## src/assert_macros.svh

```systemverilog
// Assertion macros shared by the deframer modules.
// Each macro samples on posedge clk and is disabled while rst_n is low.
`ifndef ASSERT_MACROS_SVH
`define ASSERT_MACROS_SVH

// Concurrent property checked at every clock edge outside reset.
`define WSD_ASSERT(label, prop, msg) \
    label: assert property (@(posedge clk) disable iff (!rst_n) (prop)) else $error(msg);

// Antecedent in this cycle implies consequent in the next cycle.
`define WSD_ASSERT_NEXT(label, ante, cons, msg) \
    label: assert property (@(posedge clk) disable iff (!rst_n) (ante) |=> (cons)) \
        else $error(msg);

`endif

```

## src/wsd_pkg.sv

```systemverilog
// Shared types and constants for the WebSocket frame deframer.
// No dependencies; used by every module.
package wsd_pkg;

    // Opcodes of the frame header
    localparam logic [3:0] OP_CONT   = 4'h0;
    localparam logic [3:0] OP_TEXT   = 4'h1;
    localparam logic [3:0] OP_BINARY = 4'h2;
    localparam logic [3:0] OP_CLOSE  = 4'h8;
    localparam logic [3:0] OP_PING   = 4'h9;
    localparam logic [3:0] OP_PONG   = 4'hA;

    // Frame kind codes reported on the result
    localparam logic [2:0] KIND_TEXT        = 3'd0;
    localparam logic [2:0] KIND_TEXT_PART   = 3'd1;
    localparam logic [2:0] KIND_BINARY      = 3'd2;
    localparam logic [2:0] KIND_BINARY_PART = 3'd3;
    localparam logic [2:0] KIND_CLOSE       = 3'd4;
    localparam logic [2:0] KIND_PING        = 3'd5;
    localparam logic [2:0] KIND_PONG        = 3'd6;
    localparam logic [2:0] KIND_ERROR       = 3'd7;

    // Seven-bit length codes
    localparam logic [6:0] LEN_MAX_SHORT = 7'd125;
    localparam logic [6:0] LEN_EXT16     = 7'd126;

    // Extended length byte counts
    localparam logic [3:0] EXT16_BYTES = 4'd2;
    localparam logic [3:0] EXT64_BYTES = 4'd8;

    localparam logic [2:0] MASK_LAST_IDX = 3'd3;

    typedef struct packed {
        logic [7:0]  payload_byte;
        logic [2:0]  frame_kind;
        logic [63:0] payload_length;
        logic        last_byte;
        logic        empty_frame;
    } result_t;

    function automatic logic [2:0] kind_of(input logic [3:0] opcode, input logic fin);
        logic [2:0] kind;
        unique case (opcode)
            OP_CONT, OP_TEXT: kind = fin ? KIND_TEXT : KIND_TEXT_PART;
            OP_BINARY:        kind = fin ? KIND_BINARY : KIND_BINARY_PART;
            OP_CLOSE:         kind = KIND_CLOSE;
            OP_PING:          kind = KIND_PING;
            OP_PONG:          kind = KIND_PONG;
            default:          kind = KIND_ERROR;
        endcase
        return kind;
    endfunction

endpackage

```

## src/wsd_ifs.sv

```systemverilog
// Valid/ready channel interfaces of the deframer: raw byte beats in,
// deframed result beats out. Depends on nothing.
interface wsd_byte_if;
    logic       valid;
    logic       ready;
    logic [7:0] data_byte;

    modport source (output valid, output data_byte, input ready);
    modport sink   (input valid, input data_byte, output ready);
endinterface

interface wsd_frame_if;
    logic        valid;
    logic        ready;
    logic [7:0]  payload_byte;
    logic [2:0]  frame_kind;
    logic [63:0] payload_length;
    logic        last_byte;
    logic        empty_frame;

    modport source (output valid, output payload_byte, output frame_kind,
                    output payload_length, output last_byte, output empty_frame,
                    input ready);
    modport sink   (input valid, input payload_byte, input frame_kind,
                    input payload_length, input last_byte, input empty_frame,
                    output ready);
endinterface

```

## src/wsd_parser.sv

```systemverilog
// Header parser and payload unmasker: holds the frame state and works out
// the result of each accepted byte. Depends on wsd_pkg and assert_macros.svh.
`include "assert_macros.svh"

module wsd_parser
(
    input  logic             clk,
    input  logic             rst_n,
    input  logic             take,
    input  logic [7:0]       data_byte,
    output logic             res_valid,
    output wsd_pkg::result_t res
);

    typedef enum logic [4:0] {
        PH_HEAD1   = 5'b00001,
        PH_HEAD2   = 5'b00010,
        PH_EXTLEN  = 5'b00100,
        PH_MASK    = 5'b01000,
        PH_PAYLOAD = 5'b10000
    } phase_t;

    phase_t      phase_reg,   phase_next;
    logic [3:0]  opcode_reg,  opcode_next;
    logic        fin_reg,     fin_next;
    logic        masked_reg,  masked_next;
    logic [6:0]  code_reg,    code_next;
    logic [2:0]  count_reg,   count_next;
    logic [63:0] length_reg,  length_next;
    logic [31:0] key_reg,     key_next;
    logic [63:0] index_reg,   index_next;

    logic        length_done;
    logic        start_payload;
    logic [3:0]  need;
    logic [3:0]  count_inc;
    logic [63:0] index_inc;
    logic [7:0]  key_byte;
    logic        last;

    always_comb
    begin
        phase_next    = phase_reg;
        opcode_next   = opcode_reg;
        fin_next      = fin_reg;
        masked_next   = masked_reg;
        code_next     = code_reg;
        count_next    = count_reg;
        length_next   = length_reg;
        key_next      = key_reg;
        index_next    = index_reg;
        length_done   = 1'b0;
        start_payload = 1'b0;
        res_valid     = 1'b0;
        res.payload_byte = '0;
        res.last_byte    = 1'b0;
        res.empty_frame  = 1'b0;

        need      = (code_reg == wsd_pkg::LEN_EXT16) ? wsd_pkg::EXT16_BYTES
                                                     : wsd_pkg::EXT64_BYTES;
        count_inc = {1'b0, count_reg} + 4'd1;
        index_inc = index_reg + 64'd1;
        last      = (index_inc == length_reg);

        // key byte in wire order: first mask byte sits in the top byte
        unique case (index_reg[1:0])
            2'd0:    key_byte = key_reg[31:24];
            2'd1:    key_byte = key_reg[23:16];
            2'd2:    key_byte = key_reg[15:8];
            default: key_byte = key_reg[7:0];
        endcase

        unique case (phase_reg)
            PH_HEAD2:
            begin
                masked_next = data_byte[7];
                code_next   = data_byte[6:0];
                count_next  = '0;
                if (data_byte[6:0] <= wsd_pkg::LEN_MAX_SHORT)
                begin
                    length_next = {57'd0, data_byte[6:0]};
                    length_done = 1'b1;
                end
                else
                begin
                    length_next = '0;
                    phase_next  = PH_EXTLEN;
                end
            end
            PH_EXTLEN:
            begin
                // big-endian: earlier bytes move up
                length_next = {length_reg[55:0], data_byte};
                if (count_inc >= need)
                    length_done = 1'b1;
                else
                    count_next = count_inc[2:0];
            end
            PH_MASK:
            begin
                key_next = {key_reg[23:0], data_byte};
                if (count_reg >= wsd_pkg::MASK_LAST_IDX)
                    start_payload = 1'b1;
                else
                    count_next = count_inc[2:0];
            end
            PH_PAYLOAD:
            begin
                index_next       = index_inc;
                res_valid        = 1'b1;
                res.payload_byte = masked_reg ? (data_byte ^ key_byte) : data_byte;
                res.last_byte    = last;
                if (last)
                    phase_next = PH_HEAD1;
            end
            default:
            begin
                opcode_next = data_byte[3:0];
                fin_next    = data_byte[7];
                phase_next  = PH_HEAD2;
            end
        endcase

        if (length_done)
        begin
            if (masked_next)
            begin
                count_next = '0;
                key_next   = '0;
                phase_next = PH_MASK;
            end
            else
            begin
                start_payload = 1'b1;
            end
        end

        if (start_payload)
        begin
            index_next = '0;
            if (length_next == 64'd0)
            begin
                res_valid       = 1'b1;
                res.last_byte   = 1'b1;
                res.empty_frame = 1'b1;
                phase_next      = PH_HEAD1;
            end
            else
            begin
                phase_next = PH_PAYLOAD;
            end
        end

        res.frame_kind     = wsd_pkg::kind_of(opcode_reg, fin_reg);
        res.payload_length = length_next;
    end

    always_ff @(posedge clk or negedge rst_n)
    begin
        if (!rst_n)
        begin
            phase_reg  <= PH_HEAD1;
            opcode_reg <= '0;
            fin_reg    <= 1'b0;
            masked_reg <= 1'b0;
            code_reg   <= '0;
            count_reg  <= '0;
            length_reg <= '0;
            key_reg    <= '0;
            index_reg  <= '0;
        end
        else if (take)
        begin
            phase_reg  <= phase_next;
            opcode_reg <= opcode_next;
            fin_reg    <= fin_next;
            masked_reg <= masked_next;
            code_reg   <= code_next;
            count_reg  <= count_next;
            length_reg <= length_next;
            key_reg    <= key_next;
            index_reg  <= index_next;
        end
    end

    `WSD_ASSERT(a_empty_is_final, !(res_valid && res.empty_frame) ||
        (res.last_byte && (res.payload_byte == 8'd0)), "empty result not final or nonzero")
    `WSD_ASSERT(a_payload_in_range, (phase_reg != PH_PAYLOAD) ||
        (index_reg < length_reg), "payload index ran past frame length")
    `WSD_ASSERT_NEXT(a_last_rewinds, take && res_valid && res.last_byte,
        phase_reg == PH_HEAD1, "parser did not return to header after last beat")

endmodule

```

## src/wsd_out_stage.sv

```systemverilog
// Result register between the parser and the deframed channel.
// Depends on wsd_pkg, wsd_ifs and assert_macros.svh.
`include "assert_macros.svh"

module wsd_out_stage
(
    input  logic             clk,
    input  logic             rst_n,
    input  logic             load,
    input  wsd_pkg::result_t res,
    output logic             free,
    wsd_frame_if.source      deframed
);

    logic             valid_reg, valid_next;
    wsd_pkg::result_t data_reg;

    // free when empty or the held beat leaves this cycle
    assign free = !valid_reg || deframed.ready;

    always_comb
    begin
        if (load)
            valid_next = 1'b1;
        else if (deframed.ready)
            valid_next = 1'b0;
        else
            valid_next = valid_reg;
    end

    always_ff @(posedge clk or negedge rst_n)
    begin
        if (!rst_n)
            valid_reg <= 1'b0;
        else
            valid_reg <= valid_next;
    end

    always_ff @(posedge clk)
    begin
        if (load)
            data_reg <= res;
    end

    assign deframed.valid          = valid_reg;
    assign deframed.payload_byte   = data_reg.payload_byte;
    assign deframed.frame_kind     = data_reg.frame_kind;
    assign deframed.payload_length = data_reg.payload_length;
    assign deframed.last_byte      = data_reg.last_byte;
    assign deframed.empty_frame    = data_reg.empty_frame;

    `WSD_ASSERT_NEXT(a_no_overwrite, valid_reg && !deframed.ready, !load || !$past(load),
        "held beat overwritten while stalled")
    `WSD_ASSERT_NEXT(a_stall_holds, valid_reg && !deframed.ready,
        valid_reg && $stable(data_reg), "held beat changed while stalled")
    `WSD_ASSERT(a_empty_is_last, !valid_reg || !data_reg.empty_frame || data_reg.last_byte,
        "held empty beat not marked last")

endmodule

```

## src/websocket_frame_deframer.sv

```systemverilog
// WebSocket (RFC 6455) receive-side frame deframer, top level.
// Depends on wsd_pkg, wsd_ifs, wsd_parser and wsd_out_stage.
//
// Takes one raw stream byte per beat on raw and gives unmasked payload
// bytes on deframed, each with frame kind, 64-bit payload length and a
// last-byte mark; a zero-length frame gives a single empty beat. Header,
// extended length and mask key bytes give no other output beat. A byte
// is taken in every cycle in which the single result register is empty
// or being drained, so the rate is one byte per cycle while deframed is
// ready; a byte's result appears on deframed in the cycle after it is taken.

module websocket_frame_deframer
(
    input  logic        clk,
    input  logic        rst_n,
    wsd_byte_if.sink    raw,
    wsd_frame_if.source deframed
);

    logic             take;
    logic             free;
    logic             res_valid;
    wsd_pkg::result_t res;

    assign raw.ready = free;
    assign take      = raw.valid && free;

    wsd_parser u_parser
    (
        .clk       (clk),
        .rst_n     (rst_n),
        .take      (take),
        .data_byte (raw.data_byte),
        .res_valid (res_valid),
        .res       (res)
    );

    wsd_out_stage u_out_stage
    (
        .clk      (clk),
        .rst_n    (rst_n),
        .load     (take && res_valid),
        .res      (res),
        .free     (free),
        .deframed (deframed)
    );

endmodule
```

## src/flat_wrapper.sv

```systemverilog
// flat-port wrapper written by rule: the top's interface ports become plain ports
module websocket_frame_deframer_flat 
  (clk, rst_n, raw_valid, raw_data_byte, raw_ready, deframed_valid, deframed_payload_byte, deframed_frame_kind, deframed_payload_length, deframed_last_byte, deframed_empty_frame, deframed_ready);
  wsd_byte_if raw_i ();
  wsd_frame_if deframed_i ();
  input  logic clk;
  input  logic rst_n;
  input wire logic [$bits(raw_i.valid)-1:0] raw_valid;
  input wire logic [$bits(raw_i.data_byte)-1:0] raw_data_byte;
  output wire logic [$bits(raw_i.ready)-1:0] raw_ready;
  output wire logic [$bits(deframed_i.valid)-1:0] deframed_valid;
  output wire logic [$bits(deframed_i.payload_byte)-1:0] deframed_payload_byte;
  output wire logic [$bits(deframed_i.frame_kind)-1:0] deframed_frame_kind;
  output wire logic [$bits(deframed_i.payload_length)-1:0] deframed_payload_length;
  output wire logic [$bits(deframed_i.last_byte)-1:0] deframed_last_byte;
  output wire logic [$bits(deframed_i.empty_frame)-1:0] deframed_empty_frame;
  input wire logic [$bits(deframed_i.ready)-1:0] deframed_ready;
  assign raw_i.valid = raw_valid;
  assign raw_i.data_byte = raw_data_byte;
  assign raw_ready = raw_i.ready;
  assign deframed_valid = deframed_i.valid;
  assign deframed_payload_byte = deframed_i.payload_byte;
  assign deframed_frame_kind = deframed_i.frame_kind;
  assign deframed_payload_length = deframed_i.payload_length;
  assign deframed_last_byte = deframed_i.last_byte;
  assign deframed_empty_frame = deframed_i.empty_frame;
  assign deframed_i.ready = deframed_ready;
  websocket_frame_deframer u_core (.clk(clk), .rst_n(rst_n), .raw(raw_i), .deframed(deframed_i));
endmodule
```

## config.mk

```make
export PLATFORM = sky130hd
export DESIGN_NAME = websocket_frame_deframer_flat
export DESIGN_NICKNAME = d
export VERILOG_FILES = /design/src/wsd_pkg.sv /design/src/wsd_ifs.sv /design/src/wsd_parser.sv /design/src/wsd_out_stage.sv /design/src/websocket_frame_deframer.sv /design/src/flat_wrapper.sv
export VERILOG_INCLUDE_DIRS = /design/src /design/src/src
export SDC_FILE = /design/constraint.sdc
export NUM_CORES = 1
export LEC_CHECK = 0
export BUFFER_PORTS_ARGS = -buffer_cell sky130_fd_sc_hd__buf_2
export CORE_UTILIZATION = 65
export DETAILED_ROUTE_END_ITERATION = 10
export PLACE_DENSITY_LB_ADDON = 0.1
export SLEW_MARGIN = 30
export SYNTH_ARGS = -nofsm -noshare
export SYNTH_HDL_FRONTEND = slang
export SYNTH_SLANG_ARGS = --single-unit
```

## constraint.sdc

```tcl
create_clock -name clk -period 12.4 [get_ports clk]
set_clock_uncertainty 0.1 [all_clocks]
set_input_delay 2.48 -clock clk [delete_from_list [all_inputs] [get_ports clk]]
set_output_delay 2.48 -clock clk [all_outputs]
set_load 0.02 [all_outputs]
```

==> flow_results.org <==
** Run status
- Run status :: finished clean

** Place
- At the end of routability-driven placement, the weighted congestion stood at 1.034.
- Input/output buffers :: 90
- Detailed placement finished with a half-perimeter wire length of 31.15 mm.
- Summing all placed instances gives a cell area of 0.01486 mm^2.

** Timing
- Final hold analysis gives a worst-case slack of 412.6 ps.
- Unrepaired setup endpoints after global routing :: no
- The number of slew-limit violations in the final report was 0.
- Final count of hold timing violations :: 0
- Measured against its own limit, the worst slew margin works out to 32.97%.
- Summed over all failing endpoints, the final setup total negative slack is 0 ps.
- Setup violations remaining at the end of the flow were counted as 0.
- The final critical path takes up 44.33% of the cycle.
- Based on the critical path, the design can be clocked at up to 181.9 MHz.
- Slew at the pin closest to its max-slew limit :: 1005 ps
- Minimum period implied by the final worst setup slack :: 5498 ps

** Route
- For this block, the initial DRC count from the detailed router was 1465.
- Via count normalized by instance count :: 6.912
- Remaining antenna violation count after routing :: 0
- Final routed DRC violation total :: 0
- For this block, the via count after detailed routing is 12360.
- Aggregate routed wire length :: 43.99 mm
- Number of optimization iterations in the first detailed-route pass :: 7
- Dividing the detail-routed wire length by the instance count gives 24.60 um.

** Logic synthesis
- After synthesis, flip-flops and latches occupy 48.19% of the total area.
- Summed over all instances, the cell type with the most area after synthesis is dfrtp_1.
- Synthesized net count :: 1473
- The synthesized netlist contains 67 unique library cells.
- During synthesis, Yosys emitted a total of 0 warnings.
- The cell count after synthesis came out at 1453.
- Number of flops mapped to enable cells by yosys :: 77
- The most used flip-flop cell after synthesis is dfrtp_1.
- Post-synth top area share :: 31.78%
- By area the synthesized netlist is led by dfrtp_1 32%, edfxtp_1 16%, mux2_2 5.5%, nand2_1 4.9%, xnor2_1 4.5%.
- The synthesized netlist occupies a cell area of 0.01425 mm^2.
- Synthesis inferred 259 register bits.
- A synthesized cell averages 9.808 um^2.
- Async set-or-reset flop fraction in the synthesized netlist :: 70.27%

** Power
- Clk pwr share :: 33.3%
- Summed over all cells, the static leakage comes to 0.006738 uW.
- In this run the power density over the cells is 179.8 mW/mm^2.
- Per report_power, the sequential group accounts for 40.7% of the total.
- Net switching power of the design :: 987.0 uW
- Pwr Total :: 2860 uW
- In this run switching power makes up 34.51% of total power.
- Internal cell power :: 1873 uW
- Combinational logic is responsible for 25.9% of the overall power.
- The worst-case IR drop observed on VDD is 205.8 uV.

** Final layout
- The sequential cells in the finished layout cover a total of 0.006868 mm^2.
- Layout Cell Area excl Fill :: 0.01590 mm^2
- The number of antenna diodes in the final layout is 0.
- The multi-input combinational cells in the finished layout cover a total of 0.007004 mm^2.
- Core occupancy in the finished layout :: 74.71%
- Fraction of final layout cells with drive strength greater than 1 :: 16.39%
- For this run, the post-layout net count is 1513.
- Layout Area Growth over Synthesis :: 11.59%
- After filler insertion, the fill cell instance count of the layout stands at 1504.

** Clock tree
- Number of post-CTS setup repair buffers :: 0
- For the worst-skew pair, the clock arrives at the later sink with an insertion delay of 550 ps.
- Total clock buffers created by CTS :: 26
- Cell chosen for the clock root :: clkbuf_16
- The clock passes through at most 3 buffers.
- CTS-repair resized insts :: 0
- CTS tree :: built
- For this design, the sink count on the clock tree is 259.
- Hold Buf Count CTS :: 0
- Clock-pin slew on the worst setup and hold paths :: 60 ps
- H-tree Lvls :: 1

** Worst setup path
- Worst setup path category :: in -> out
- STA classifies the critical path startpoint as a primary input.
- Required time worst endpoint :: 9820 ps
- Of all nets on the critical path, the largest fanout is 4.
- Data on the critical path arrives at its endpoint at 2920 ps.
- Sort of element at the end of the critical path :: output port

** Global routing
- Residual overflow from global routing :: 0
- Total global-route track usage :: 40.06%
- Number of global-route vias before repair :: 11810
- The number of antenna violations at the first check in global routing was 1.
- Entering global routing, the biggest net connects 78 pins.
- Global-route wire length before repair :: 67.75 mm

** Floorplanning
- Initial core utilization :: 66.95%
- The floorplan step set the die width to 150.1 um.
- The core region is 0.02129 mm^2.
- From bottom edge to top edge, the die measures 150.1 um.
- During I/O placement, the number of pins put on the boundary was 91.
- Row generation in the floorplan step produced 53 rows.
- The die covers 0.02252 mm^2.

** Worst hold path
- Kind of path behind the tightest hold check :: reg -> reg

** Run
- Maxcap violations :: 0
[layer usage]
metal	global-route usage (%)	part of all wire [%]	vias up
li1	-	-	5478
met4	23.13	6.8	2
met2	64.05	46	749
met1	50.82	37	5948
met3	7.927	10	182
met5	0	0.032	-
[through the flow]
step           setup slack [ps]  std cells
2_1_floorplan              4776       1453
3_3_place_gp               6809       1740
3_5_place_dp               6646       1740
4_1_cts                    6911       1788
5_1_grt                    6806       1788
6_report                   6902       1788
[power by group through the flow]
stage                     Sequential (uW)  Combinational (uW)  Clock (uW)
after detailed placement             1170                 729           0
after global placement               1170                 708           0
after CTS                            1160                 735         958
final                                1160                 742         953
after global routing                 1170                 807         987
after floorplan                      1200                 445           0
[cell usage in the layout (no fill, tap or decap), types with 26 or more instances in the layout]
cell type and count:
mux2_2 70, o21ai_0 110, a21oi_1 65, dfrtp_1 181, a22o_1 60, nor2_1 98, nor3_1 38, clkbuf_16 26
xor2_1 37, buf_2 89, nor4_1 30, xnor2_1 74, nand4_1 43, nand2_1 183, edfxtp_1 77, o31ai_1 30
nand3_1 48
[cell usage after synthesis, types with 5 or more instances]
cell	instances
a2111oi_0	7
a31oi_1	7
a211oi_1	6
or4_1	12
o31ai_1	30
xnor2_1	74
xor2_1	37
nand2b_1	9
clkbuf_1	75
nor3_1	38
ha_1	8
dfrtp_1	181
and2_1	14
edfxtp_1	77
a21oi_1	65
nand2_1	185
nor2_1	102
nor4_1	33
a21o_1	5
a22o_1	60
nand4_1	43
and4_1	17
a222oi_1	8
nand3_1	48
mux2_2	70
buf_1	12
o41ai_1	7
and3_1	17
o21ai_0	110
inv_1	15
or3_1	8
buf_2	6
[area by class of cell]
type,count,share of cell area (%)
tap,275,2.164
inverter,15,0.3541
timing repair buffer,107,3.698
clock inverter,16,2.069
multi-input combinational,1084,44.04
sequential,259,43.19
clock buffer,32,4.485
[worst paths after layout]
kind,start,endpoint,slack [ps],cells after the start
hold / removal,u_core.u_parser.code_reg[1],u_core.u_parser.code_reg[1],410,1
setup reg to reg,u_core.u_parser.index_reg[0],u_core.u_out_stage.deframed.last_byte,7470,10
min in group asynchronous,rst_n,u_core.u_parser.length_reg[63],1780,1
max in group asynchronous,rst_n,u_core.u_parser.index_reg[62],8630,3
setup / recovery,deframed_ready,raw_ready,6900,3
hold reg to reg,u_core.u_parser.code_reg[1],u_core.u_parser.code_reg[1],410,1
[cells by family (layout without fill, tap and decap cells)]
kind of cell,after synthesis,in the layout,share of synthesized area [%]
multiplexers,74,74,5.812
XOR/XNOR,112,112,6.980
AND/OR/NAND/NOR,555,555,19.86
flip-flops,259,259,48.19
AO/OA/AOI/OAI,335,335,15.40
buffers and inverters,110,170,3.055
adder cells (fa/ha/maj),8,8,0.7024
[worst max-delay path, stage by stage]
cell	delay, ps
buf_2	90
nand2b_1	170
buf_2	180
No activity file was read; power rests on OpenSTA's default activity.
